## src/rtl/md5_pkg.sv

```systemverilog
// Package with MD5 types, constants and round tables.
`timescale 1ns / 1ps
`default_nettype none
package md5_pkg;

  localparam int unsigned WordW = 32;
  localparam int unsigned NumBlockWords = 16;
  localparam int unsigned NumRounds = 64;
  localparam int unsigned LenW = 61;

  localparam logic [WordW-1:0] InitA = 32'h67452301;
  localparam logic [WordW-1:0] InitB = 32'hEFCDAB89;
  localparam logic [WordW-1:0] InitC = 32'h98BADCFE;
  localparam logic [WordW-1:0] InitD = 32'h10325476;
  localparam logic [7:0] PadByte = 8'h80;

  typedef logic [3:0] word_idx_t;
  typedef logic [5:0] round_idx_t;

  // Write source selection for the block buffer.
  typedef enum logic [2:0] {
    WrNone  = 3'd0,
    WrByte  = 3'd1,
    WrPad   = 3'd2,
    WrZero  = 3'd3,
    WrLenLo = 3'd4,
    WrLenHi = 3'd5
  } wr_sel_e;

  // Commands from the controller to the datapath.
  typedef struct packed {
    logic      take_byte;   // merge the input byte into the buffer
    wr_sel_e   wr_sel;      // extra buffer write
    word_idx_t wr_idx;      // word index for extra write
    logic      start_comp;  // load working registers from the chain value
    logic      round_en;    // perform one round
    round_idx_t round;      // current round number
    logic      fold;        // add working registers into the chain value
    logic      clr_msg;     // reset chain value and counters
  } dp_cmd_t;

  // Status from the datapath to the controller.
  typedef struct packed {
    logic [5:0] fill;       // bytes in the current block
  } dp_sts_t;

  function automatic logic [WordW-1:0] step_const(input round_idx_t i);
    logic [WordW-1:0] k;
    unique case (i)
      6'd0: k = 32'hD76AA478;  6'd1: k = 32'hE8C7B756;  6'd2: k = 32'h242070DB;
      6'd3: k = 32'hC1BDCEEE;  6'd4: k = 32'hF57C0FAF;  6'd5: k = 32'h4787C62A;
      6'd6: k = 32'hA8304613;  6'd7: k = 32'hFD469501;  6'd8: k = 32'h698098D8;
      6'd9: k = 32'h8B44F7AF;  6'd10: k = 32'hFFFF5BB1; 6'd11: k = 32'h895CD7BE;
      6'd12: k = 32'h6B901122; 6'd13: k = 32'hFD987193; 6'd14: k = 32'hA679438E;
      6'd15: k = 32'h49B40821; 6'd16: k = 32'hF61E2562; 6'd17: k = 32'hC040B340;
      6'd18: k = 32'h265E5A51; 6'd19: k = 32'hE9B6C7AA; 6'd20: k = 32'hD62F105D;
      6'd21: k = 32'h02441453; 6'd22: k = 32'hD8A1E681; 6'd23: k = 32'hE7D3FBC8;
      6'd24: k = 32'h21E1CDE6; 6'd25: k = 32'hC33707D6; 6'd26: k = 32'hF4D50D87;
      6'd27: k = 32'h455A14ED; 6'd28: k = 32'hA9E3E905; 6'd29: k = 32'hFCEFA3F8;
      6'd30: k = 32'h676F02D9; 6'd31: k = 32'h8D2A4C8A; 6'd32: k = 32'hFFFA3942;
      6'd33: k = 32'h8771F681; 6'd34: k = 32'h6D9D6122; 6'd35: k = 32'hFDE5380C;
      6'd36: k = 32'hA4BEEA44; 6'd37: k = 32'h4BDECFA9; 6'd38: k = 32'hF6BB4B60;
      6'd39: k = 32'hBEBFBC70; 6'd40: k = 32'h289B7EC6; 6'd41: k = 32'hEAA127FA;
      6'd42: k = 32'hD4EF3085; 6'd43: k = 32'h04881D05; 6'd44: k = 32'hD9D4D039;
      6'd45: k = 32'hE6DB99E5; 6'd46: k = 32'h1FA27CF8; 6'd47: k = 32'hC4AC5665;
      6'd48: k = 32'hF4292244; 6'd49: k = 32'h432AFF97; 6'd50: k = 32'hAB9423A7;
      6'd51: k = 32'hFC93A039; 6'd52: k = 32'h655B59C3; 6'd53: k = 32'h8F0CCC92;
      6'd54: k = 32'hFFEFF47D; 6'd55: k = 32'h85845DD1; 6'd56: k = 32'h6FA87E4F;
      6'd57: k = 32'hFE2CE6E0; 6'd58: k = 32'hA3014314; 6'd59: k = 32'h4E0811A1;
      6'd60: k = 32'hF7537E82; 6'd61: k = 32'hBD3AF235; 6'd62: k = 32'h2AD7D2BB;
      default: k = 32'hEB86D391;
    endcase
    return k;
  endfunction

  function automatic logic [4:0] rot_amount(input round_idx_t i);
    logic [4:0] s;
    unique case ({i[5:4], i[1:0]})
      4'h0: s = 5'd7;  4'h1: s = 5'd12; 4'h2: s = 5'd17; 4'h3: s = 5'd22;
      4'h4: s = 5'd5;  4'h5: s = 5'd9;  4'h6: s = 5'd14; 4'h7: s = 5'd20;
      4'h8: s = 5'd4;  4'h9: s = 5'd11; 4'hA: s = 5'd16; 4'hB: s = 5'd23;
      4'hC: s = 5'd6;  4'hD: s = 5'd10; 4'hE: s = 5'd15; default: s = 5'd21;
    endcase
    return s;
  endfunction

  // Message word used by round i.
  function automatic word_idx_t msg_index(input round_idx_t i);
    logic [7:0] g;
    unique case (i[5:4])
      2'd0: g = {2'b00, i};
      2'd1: g = ({2'b00, i} << 2) + {2'b00, i} + 8'd1;
      2'd2: g = ({2'b00, i} << 1) + {2'b00, i} + 8'd5;
      default: g = ({2'b00, i} << 3) - {2'b00, i};
    endcase
    return g[3:0];
  endfunction

endpackage
`default_nettype wire

```

## src/rtl/md5_stream_if.sv

```systemverilog
// Valid/ready stream interfaces for message bytes and digest words.
`timescale 1ns / 1ps
`default_nettype none
interface md5_in_if;
  logic       valid;
  logic       ready;
  logic [7:0] data_byte;
  logic       has_byte;
  logic       end_of_message;
  modport source (output valid, data_byte, has_byte, end_of_message, input ready);
  modport sink (input valid, data_byte, has_byte, end_of_message, output ready);
endinterface

interface md5_out_if;
  logic        valid;
  logic        ready;
  logic [31:0] digest_word;
  logic [1:0]  word_index;
  logic        last_word;
  modport source (output valid, digest_word, word_index, last_word, input ready);
  modport sink (input valid, digest_word, word_index, last_word, output ready);
endinterface
`default_nettype wire

```

## src/rtl/md5_datapath.sv

```systemverilog
// MD5 datapath: block buffer, counters, round unit and chaining value.
`timescale 1ns / 1ps
`default_nettype none
module md5_datapath (
  input  wire  logic              clk_i,
  input  wire  logic              rst_ni,
  input  wire  md5_pkg::dp_cmd_t  cmd_i,
  input  wire  logic [7:0]        byte_i,
  input  wire  logic [1:0]        rd_idx_i,
  output md5_pkg::dp_sts_t        sts_o,
  output logic [31:0]             chain_word_o
);

  logic [31:0] blk_q [md5_pkg::NumBlockWords];
  logic [31:0] chain_q [4];
  logic [31:0] chain_d [4];
  logic [31:0] wa_q, wb_q, wc_q, wd_q;
  logic [5:0]  fill_q;
  logic [md5_pkg::LenW-1:0] len_q;
  logic [63:0] bits;

  logic [31:0] f_val, sum, rot;
  logic [4:0]  sh;
  logic [31:0] cur_word, merged;
  logic [1:0]  lane;

  assign bits = {len_q, 3'b000};
  assign lane = fill_q[1:0];
  assign cur_word = blk_q[fill_q[5:2]];

  always_comb begin
    merged = cur_word;
    unique case (lane)
      2'd0: merged = {24'd0, byte_i};
      2'd1: merged = {cur_word[31:16], byte_i, cur_word[7:0]};
      2'd2: merged = {cur_word[31:24], byte_i, cur_word[15:0]};
      default: merged = {byte_i, cur_word[23:0]};
    endcase
  end

  always_comb begin
    unique case (cmd_i.round[5:4])
      2'd0: f_val = wd_q ^ (wb_q & (wc_q ^ wd_q));
      2'd1: f_val = wc_q ^ (wd_q & (wb_q ^ wc_q));
      2'd2: f_val = wb_q ^ wc_q ^ wd_q;
      default: f_val = wc_q ^ (wb_q | ~wd_q);
    endcase
    sum = wa_q + f_val + blk_q[md5_pkg::msg_index(cmd_i.round)]
        + md5_pkg::step_const(cmd_i.round);
    sh  = md5_pkg::rot_amount(cmd_i.round);
    rot = (sum << sh) | (sum >> (6'd32 - {1'b0, sh}));
  end

  // Pad word: keep the bytes below the fill point and place 0x80 there.
  logic [31:0] pad_word;
  always_comb begin
    unique case (lane)
      2'd0: pad_word = {24'd0, md5_pkg::PadByte};
      2'd1: pad_word = {16'd0, md5_pkg::PadByte, cur_word[7:0]};
      2'd2: pad_word = {8'd0, md5_pkg::PadByte, cur_word[15:0]};
      default: pad_word = {md5_pkg::PadByte, cur_word[23:0]};
    endcase
  end

  always_ff @(posedge clk_i) begin
    if (cmd_i.take_byte) begin
      blk_q[fill_q[5:2]] <= merged;
    end
    unique case (cmd_i.wr_sel)
      md5_pkg::WrPad:   blk_q[cmd_i.wr_idx] <= pad_word;
      md5_pkg::WrZero:  blk_q[cmd_i.wr_idx] <= '0;
      md5_pkg::WrLenLo: blk_q[cmd_i.wr_idx] <= bits[31:0];
      md5_pkg::WrLenHi: blk_q[cmd_i.wr_idx] <= bits[63:32];
      default: ;
    endcase
    if (cmd_i.start_comp) begin
      wa_q <= chain_q[0];
      wb_q <= chain_q[1];
      wc_q <= chain_q[2];
      wd_q <= chain_q[3];
    end else if (cmd_i.round_en) begin
      wa_q <= wd_q;
      wd_q <= wc_q;
      wc_q <= wb_q;
      wb_q <= wb_q + rot;
    end
  end

  always_comb begin
    chain_d = chain_q;
    if (cmd_i.clr_msg) begin
      chain_d[0] = md5_pkg::InitA;
      chain_d[1] = md5_pkg::InitB;
      chain_d[2] = md5_pkg::InitC;
      chain_d[3] = md5_pkg::InitD;
    end else if (cmd_i.fold) begin
      chain_d[0] = chain_q[0] + wa_q;
      chain_d[1] = chain_q[1] + wb_q;
      chain_d[2] = chain_q[2] + wc_q;
      chain_d[3] = chain_q[3] + wd_q;
    end
  end

  always_ff @(posedge clk_i or negedge rst_ni) begin
    if (!rst_ni) begin
      chain_q[0] <= md5_pkg::InitA;
      chain_q[1] <= md5_pkg::InitB;
      chain_q[2] <= md5_pkg::InitC;
      chain_q[3] <= md5_pkg::InitD;
      fill_q <= '0;
      len_q  <= '0;
    end else begin
      chain_q <= chain_d;
      if (cmd_i.clr_msg) begin
        fill_q <= '0;
        len_q  <= '0;
      end else if (cmd_i.take_byte) begin
        fill_q <= fill_q + 6'd1;
        len_q  <= len_q + 61'd1;
      end
    end
  end

  assign sts_o.fill = fill_q;
  assign chain_word_o = chain_q[rd_idx_i];

endmodule
`default_nettype wire

```

## src/rtl/md5_ctrl.sv

```systemverilog
// MD5 controller: sequences byte intake, padding, rounds and digest output.
`timescale 1ns / 1ps
`default_nettype none
module md5_ctrl (
  input  wire  logic             clk_i,
  input  wire  logic             rst_ni,
  md5_in_if.sink                 in_if,
  output logic                   out_valid_o,
  input  wire  logic             out_ready_i,
  output logic [1:0]             out_idx_o,
  input  wire  md5_pkg::dp_sts_t sts_i,
  output md5_pkg::dp_cmd_t       cmd_o
);

  typedef enum logic [6:0] {
    StIdle  = 7'b0000001,
    StRound = 7'b0000010,
    StFold  = 7'b0000100,
    StPad   = 7'b0001000,
    StZero  = 7'b0010000,
    StLen   = 7'b0100000,
    StOut   = 7'b1000000
  } state_e;

  state_e state_q, state_d;
  logic [5:0] rnd_q, rnd_d;
  logic [3:0] zidx_q, zidx_d;
  logic [1:0] oidx_q, oidx_d;
  logic       closing_q, closing_d;  // message close in progress
  logic       final_q, final_d;      // the running compression is the last one
  logic       pend_q, pend_d;        // close still to do after a full block
  logic       spill_q, spill_d;      // padded block already compressed ahead of the length
  logic       acc;

  assign in_if.ready = (state_q == StIdle);
  assign acc = in_if.valid && in_if.ready;
  assign out_valid_o = (state_q == StOut);
  assign out_idx_o = oidx_q;

  always_comb begin
    state_d = state_q;
    rnd_d = rnd_q;
    zidx_d = zidx_q;
    oidx_d = oidx_q;
    closing_d = closing_q;
    final_d = final_q;
    pend_d = pend_q;
    spill_d = spill_q;
    cmd_o = '0;
    cmd_o.wr_sel = md5_pkg::WrNone;
    cmd_o.round = rnd_q;
    unique case (state_q)
      StIdle: begin
        if (acc) begin
          cmd_o.take_byte = in_if.has_byte;
          if (in_if.has_byte && sts_i.fill == 6'd63) begin
            cmd_o.start_comp = 1'b1;
            rnd_d = '0;
            closing_d = 1'b0;
            final_d = 1'b0;
            pend_d = in_if.end_of_message;
            state_d = StRound;
          end else if (in_if.end_of_message) begin
            state_d = StPad;
          end
        end
      end
      StPad: begin
        cmd_o.wr_sel = md5_pkg::WrPad;
        cmd_o.wr_idx = sts_i.fill[5:2];
        zidx_d = sts_i.fill[5:2] + 4'd1;
        closing_d = 1'b1;
        state_d = (sts_i.fill[5:2] == 4'd15) ? StLen : StZero;
      end
      StZero: begin
        cmd_o.wr_sel = md5_pkg::WrZero;
        cmd_o.wr_idx = zidx_q;
        zidx_d = zidx_q + 4'd1;
        if (zidx_q == 4'd15) state_d = StLen;
      end
      StLen: begin
        if (sts_i.fill >= 6'd56 && closing_q && !final_q && !spill_q) begin
          // Padding spills over: compress this block first.
          cmd_o.start_comp = 1'b1;
          rnd_d = '0;
          zidx_d = 4'd0;
          spill_d = 1'b1;
          state_d = StRound;
        end else begin
          cmd_o.wr_sel = md5_pkg::WrLenLo;
          cmd_o.wr_idx = 4'd14;
          final_d = 1'b1;
          state_d = StRound;
          rnd_d = '0;
          cmd_o.start_comp = 1'b1;
        end
      end
      StRound: begin
        if (final_q && rnd_q == 6'd0 && zidx_q != 4'd15) begin
          // Second length word lands before round 15 reads it.
          cmd_o.wr_sel = md5_pkg::WrLenHi;
          cmd_o.wr_idx = 4'd15;
          zidx_d = 4'd15;
        end
        cmd_o.round_en = 1'b1;
        rnd_d = rnd_q + 6'd1;
        if (rnd_q == 6'd63) state_d = StFold;
      end
      StFold: begin
        cmd_o.fold = 1'b1;
        if (final_q) begin
          oidx_d = '0;
          state_d = StOut;
        end else if (closing_q) begin
          // Second closing block: all zero but the length.
          zidx_d = 4'd0;
          state_d = StZero;
        end else if (pend_q) begin
          pend_d = 1'b0;
          state_d = StPad;
        end else begin
          state_d = StIdle;
        end
      end
      StOut: begin
        if (out_ready_i) begin
          oidx_d = oidx_q + 2'd1;
          if (oidx_q == 2'd3) begin
            cmd_o.clr_msg = 1'b1;
            final_d = 1'b0;
            closing_d = 1'b0;
            spill_d = 1'b0;
            state_d = StIdle;
          end
        end
      end
      default: state_d = StIdle;
    endcase
  end

  always_ff @(posedge clk_i or negedge rst_ni) begin
    if (!rst_ni) begin
      state_q <= StIdle;
      rnd_q <= '0;
      zidx_q <= '0;
      oidx_q <= '0;
      closing_q <= 1'b0;
      final_q <= 1'b0;
      pend_q <= 1'b0;
      spill_q <= 1'b0;
    end else begin
      state_q <= state_d;
      rnd_q <= rnd_d;
      zidx_q <= zidx_d;
      oidx_q <= oidx_d;
      closing_q <= closing_d;
      final_q <= final_d;
      pend_q <= pend_d;
      spill_q <= spill_d;
    end
  end

`ifndef SYNTHESIS
  a_ready_idle: assert property (@(posedge clk_i) disable iff (!rst_ni)
    in_if.ready |-> !out_valid_o) else $error("ready while emitting digest");
  a_round_step: assert property (@(posedge clk_i) disable iff (!rst_ni)
    (state_q == StRound && rnd_q != 6'd63) |=> state_q == StRound)
    else $error("round sequence broken");
  a_out_last: assert property (@(posedge clk_i) disable iff (!rst_ni)
    (out_valid_o && out_ready_i && oidx_q == 2'd3) |=> state_q == StIdle)
    else $error("no return to idle after last word");
  a_onehot: assert property (@(posedge clk_i) disable iff (!rst_ni)
    $onehot(state_q)) else $error("state not one-hot");
`endif

endmodule
`default_nettype wire

```

## src/rtl/md5_message_digest_top.sv

```systemverilog
// Top level of the MD5 message digest block.
//
// The block takes requests on in_if, one message byte per request. A request
// with has_byte low carries no byte; end_of_message closes the message. Each
// 64th byte starts a compression of 64 rounds, one round per cycle, in a
// single shared round unit; input is not taken while it runs.
// Closing a message writes the pad byte and zero fill one word per cycle,
// then runs one or two compressions (two when 56 or more bytes sit in the
// last block) and then presents the first digest
// word. The four digest words then go out on out_if, word A first, last_word
// set on the fourth. A stalled receiver holds the current word; no new
// request is taken until all four are gone.
// After the last word the chaining value and the counters return to the MD5
// initial state and the next message may start.
// Reset is asynchronous and active low. It loads the initial chaining value
// and clears the byte counters; the block buffer needs no reset because every
// word is written before a round reads it.
`timescale 1ns / 1ps
`default_nettype none
module md5_message_digest_top (
  input  wire logic clk_i,
  input  wire logic rst_ni,
  md5_in_if.sink    in_if,
  md5_out_if.source out_if
);

  md5_pkg::dp_cmd_t cmd;
  md5_pkg::dp_sts_t sts;
  logic [1:0]       out_idx;
  logic [31:0]      chain_word;
  logic             out_valid;

  md5_ctrl u_ctrl (
    .clk_i      (clk_i),
    .rst_ni     (rst_ni),
    .in_if      (in_if),
    .out_valid_o(out_valid),
    .out_ready_i(out_if.ready),
    .out_idx_o  (out_idx),
    .sts_i      (sts),
    .cmd_o      (cmd)
  );

  md5_datapath u_dp (
    .clk_i       (clk_i),
    .rst_ni      (rst_ni),
    .cmd_i       (cmd),
    .byte_i      (in_if.data_byte),
    .rd_idx_i    (out_idx),
    .sts_o       (sts),
    .chain_word_o(chain_word)
  );

  assign out_if.valid       = out_valid;
  assign out_if.digest_word = chain_word;
  assign out_if.word_index  = out_idx;
  assign out_if.last_word   = (out_idx == 2'd3);

endmodule
`default_nettype wire

```

## src/flat_wrapper.sv

```systemverilog
// flat-port wrapper written by rule: the top's interface ports become plain ports
module md5_message_digest_top_flat 
  (clk_i, rst_ni, in_if_valid, in_if_data_byte, in_if_has_byte, in_if_end_of_message, in_if_ready, out_if_valid, out_if_digest_word, out_if_word_index, out_if_last_word, out_if_ready);
  md5_in_if in_if_i ();
  md5_out_if out_if_i ();
  input  wire logic clk_i;
  input  wire logic rst_ni;
  input wire logic [$bits(in_if_i.valid)-1:0] in_if_valid;
  input wire logic [$bits(in_if_i.data_byte)-1:0] in_if_data_byte;
  input wire logic [$bits(in_if_i.has_byte)-1:0] in_if_has_byte;
  input wire logic [$bits(in_if_i.end_of_message)-1:0] in_if_end_of_message;
  output wire logic [$bits(in_if_i.ready)-1:0] in_if_ready;
  output wire logic [$bits(out_if_i.valid)-1:0] out_if_valid;
  output wire logic [$bits(out_if_i.digest_word)-1:0] out_if_digest_word;
  output wire logic [$bits(out_if_i.word_index)-1:0] out_if_word_index;
  output wire logic [$bits(out_if_i.last_word)-1:0] out_if_last_word;
  input wire logic [$bits(out_if_i.ready)-1:0] out_if_ready;
  assign in_if_i.valid = in_if_valid;
  assign in_if_i.data_byte = in_if_data_byte;
  assign in_if_i.has_byte = in_if_has_byte;
  assign in_if_i.end_of_message = in_if_end_of_message;
  assign in_if_ready = in_if_i.ready;
  assign out_if_valid = out_if_i.valid;
  assign out_if_digest_word = out_if_i.digest_word;
  assign out_if_word_index = out_if_i.word_index;
  assign out_if_last_word = out_if_i.last_word;
  assign out_if_i.ready = out_if_ready;
  md5_message_digest_top u_core (.clk_i(clk_i), .rst_ni(rst_ni), .in_if(in_if_i), .out_if(out_if_i));
endmodule
```

## config.mk

```make
export PLATFORM = sky130hd
export DESIGN_NAME = md5_message_digest_top_flat
export DESIGN_NICKNAME = d
export VERILOG_FILES = /design/src/rtl/md5_pkg.sv /design/src/rtl/md5_stream_if.sv /design/src/rtl/md5_datapath.sv /design/src/rtl/md5_ctrl.sv /design/src/rtl/md5_message_digest_top.sv /design/src/flat_wrapper.sv
export SDC_FILE = /design/constraint.sdc
export NUM_CORES = 2
export LEC_CHECK = 0
export BUFFER_PORTS_ARGS = -buffer_cell sky130_fd_sc_hd__buf_2
export CAP_MARGIN = 20
export CORE_UTILIZATION = 40
export DETAILED_ROUTE_END_ITERATION = 16
export GPL_ROUTABILITY_DRIVEN = 0
export HOLD_SLACK_MARGIN = 0.05
export PLACE_DENSITY = 0.6
export SLEW_MARGIN = 10
export SYNTH_ARGS = -nofsm -noshare
export SYNTH_HDL_FRONTEND = slang
export SYNTH_HIERARCHICAL = 1
export SYNTH_SLANG_ARGS = --single-unit
```

## constraint.sdc

```tcl
create_clock -name clk_i -period 16.77 [get_ports clk_i]
set_clock_uncertainty 0.1 [all_clocks]
set_input_delay 3.354 -clock clk_i [delete_from_list [all_inputs] [get_ports clk_i]]
set_output_delay 3.354 -clock clk_i [all_outputs]
set_load 0.01 [all_outputs]
```

==> results.py <==
metrics = {
    "run_status": {
        "status": "complete, no violations",
    },
    "run": {
        "maxCapViolations": 0,
    },
    "global_routing": {
        "grt_pass1_wl_mm": 337,
        "first_global_vias": 50600,
        "gr-usage-all-layers_pct": 27.3,
        "overflow": 0,
        "antenna_found_initial": 1,
        "grt_max_degree": 164,
    },
    "yosys": {
        "synth_edf_count": 640,
        "ys_warn_count": 6,
        "netlist_area_mm2": 0.0653,
        "syn_avg_cell_area_um2": 10.5,
        "synth-main-ff-cell": "edfxtp_1",
        "synth_fp_nets": 6512,
        "async_flop_share_pct": 25.4,
        "synth_seq_area_share_pct": 37.9,
        "synth_cell_types": 103,
        "syn_inst": 6200,
        "ys_ff_latch": 858,
    },
    "clock_network": {
        "clk_pin_slew_ns": 0.07,
        "cts_setup_buffers": 0,
        "clock_path_buffers": 3,
        "cts_buffers": 97,
        "h-tree-depth": 3,
        "cts_sinks": 858,
        "hold_buffers": 0,
        "cts_tree": "yes",
        "post_cts_resized": 0,
        "clk_latency_ns": 0.76,
        "root_buffer": "clkbuf_16",
    },
    "critical_path": {
        "critical_path_class": "reg -> reg",
        "critPathLaunchType": "register",
        "max_stage_delay_ns": 0.64,
        "arrival_ns": 12.39,
        "critical_path_peak_fanout": 78,
        "worst_path_most_repeated_cell": "o21ai_0",
        "timing.rr.start": "u_core/u_ctrl/rnd_q[1]$_DFFE_PN0P_",
        "critPathRequiredTime_ns": 17.11,
        "end_kind": "register",
        "cp_slowest_cell": "ha_1",
        "crit_start": "u_core/u_ctrl/rnd_q[1]$_DFFE_PN0P_",
    },
    "place": {
        "dp_hpwl_mm": 151,
        "io_buffers": 50,
        "place_area_mm2": 0.0679,
    },
    "sta": {
        "period_needed_ns": 12.05,
        "fin_crit_sh_pct": 71.8,
        "max_freq_ghz": 0.0830,
        "setup_violations": 0,
        "worstMarginPinSlew_ns": 1.26,
        "final_hold_viol_count": 0,
        "rsz0062_at_grt": "false",
        "fin_setup_tns_ns": 0,
        "slew_headroom_pct": 15.8,
        "drv_slew": 0,
    },
    "route": {
        "via_count": 53200,
        "drc": 0,
        "via_per_inst": 6.42,
        "ant_nets": 0,
        "drt_pass1_iterations": 9,
        "drtIter0Drc": 7009,
        "drt_wl_total_mm": 229,
        "wl_per_cell_um": 27.6,
    },
    "worst_hold_path": {
        "hold_start": "u_core/u_ctrl/closing_q$_DFFE_PN0P_",
        "hold_path.class": "reg -> reg",
    },
    "floorplanning": {
        "rows": 147,
        "die-area_mm2": 0.165,
        "die_w_um": 406,
        "core_mm2": 0.161,
        "io_pins": 51,
        "start_util_pct": 40.5,
        "die_h_um": 406,
    },
    "layout": {
        "drive_above_1_share_pct": 17.1,
        "fin_area_mm2": 0.0713,
        "n_fill_cell": 15100,
        "fin_nets": 6351,
        "area_growth_pct": 9.19,
    },
}
-- worst max-delay path: cells and delay by family (launching register included) --
kind / cells / cell delay (ns)
AOI/OAI and AO/OA: 17 / 4.70
adders and majority gates: 6 / 2.53
buffers and inverters: 4 / 1.12
xor gates and xnor gates: 1 / 0.15
and+or+nand+nor: 6 / 1.58
muxes: 3 / 1.03
DFF: 1 / 0.35
-- cell usage after synthesis (45+ instances only) --
master      n  share of area (%)
a211oi_1   65               0.75
a21o_1    101                1.2
a21oi_1   466                3.6
and3_1     53               0.51
buf_1      65               0.37
clkbuf_1  364                2.1
dfrtp_1   153                5.9
dfstp_2    65                2.6
edfxtp_1  640                 29
fa_1       72                2.2
ha_1      226                4.3
inv_1     168               0.97
mux2_2    156                2.7
mux2i_1   537                8.2
mux4_2    333                 11
nand2_1   444                2.6
nand3_1   129               0.99
nor2_1    564                3.2
nor2b_1    45               0.43
nor3_1     96               0.74
o211ai_1   97                1.1
o21ai_0   368                2.8
or2_2      47               0.45
xnor2_1   142                1.9
xor2_1    108                1.4
-- layer usage --
metal / share of wire [%] / GRT usage (%)
met1: 40 / 37.2
met2: 44 / 41.5
met3: 9.8 / 5.15
met4: 5.3 / 13.7
met5: 0 / 0
-- layout make-up --
type / instances / area, um2 / area share [%]
tap: 2160 / 2700 / 3.79
clock buffer: 138 / 2720 / 3.82
sequential: 858 / 24800 / 34.7
antenna: 2 / 5.00 / 0.00702
multi-input combinational: 4698 / 38400 / 53.9
inverter: 175 / 658 / 0.923
clock inverter: 45 / 526 / 0.737
timing repair buffer: 209 / 1520 / 2.13
-- sequential cells by signal, summed over array words and instances (netlist names) --
register and flops:
u_core/u_dp/blk_q 512, u_core/u_dp/chain_q 128, u_core/u_dp/len_q 61, u_core/u_dp/wa_q 32
u_core/u_dp/wb_q 32, u_core/u_dp/wc_q 32, u_core/u_dp/wd_q 32, u_core/u_ctrl/state_q 7
u_core/u_ctrl/rnd_q 6, u_core/u_dp/sts_o 6, u_core/u_ctrl/zidx_q 4, u_core/u_ctrl/out_idx_o 2
u_core/u_ctrl/closing_q 1, u_core/u_ctrl/final_q 1, u_core/u_ctrl/pend_q 1, u_core/u_ctrl/spill_q 1
-- cell usage in the layout (no fill, tap or decap), types with 37 or more instances in the layout --
cell type and n:
mux2_2 156, mux4_2 333, fa_1 72, ha_1 226, xnor2_1 140, o21a_1 41, buf_2 49, o211ai_1 97
xor2_1 108, nand3_1 125, a31oi_1 37, a211oi_1 65, inv_1 166, a21o_1 101, clkbuf_16 97, nand2b_1 41
mux2i_1 537, and3_1 51, buf_4 152, or2_2 46, o21ai_0 350, nand2_1 430, nor3_1 96, edfxtp_1 640
dfstp_2 65, nor2_1 564, a21oi_1 465, nor2b_1 45, dfrtp_1 143
-- path summary, 6_finish.rpt --
check	to	slack (ns)	cells after the start
worst max-delay path	u_core/u_dp/wb_q[26]$_DFFE_PP_	4.72	37
worst max register to register	u_core/u_dp/wb_q[26]$_DFFE_PP_	4.72	37
max in group asynchronous	u_core/u_dp/chain_q[92]$_DFFE_PN0P_	11.26	4
worst min-delay path	u_core/u_ctrl/closing_q$_DFFE_PN0P_	0.41	1
worst min register to register	u_core/u_ctrl/closing_q$_DFFE_PN0P_	0.41	1
min in group asynchronous	u_core/u_dp/len_q[0]$_DFFE_PN0P_	2.53	1
-- metrics by stage --
stage	setup slack, ns	instances	hold slack [ns]	utilization [%]
2_1_floorplan	6.28	6200	0.364	-
3_3_place_gp	5.15	8068	0.382	42.0
3_5_place_dp	5.02	8083	0.395	42.1
4_1_cts	4.92	8266	0.408	44.1
5_1_grt	3.97	8283	0.431	44.2
6_report	4.72	8285	0.411	44.2
-- logic make-up (layout without fill, tap and decap cells) --
| logic type | after synthesis | after routing | share of synthesized area (%) |
|---|---|---|---|
| muxes | 1029 | 1029 | 22.5 |
| AOI/OAI and AO/OA | 1523 | 1523 | 14.7 |
| and+or+nand+nor | 1595 | 1595 | 11.2 |
| DFF | 858 | 858 | 37.9 |
| xor gates and xnor gates | 252 | 252 | 3.43 |
| buffers and inverters | 644 | 567 | 3.82 |
| other | 0 | 2 | 0 |
| adders and majority gates | 299 | 299 | 6.55 |
Power is left out: the tool's default activity adds up to more than one toggle a clock period on the data nets, which glitch-free logic cannot reach.
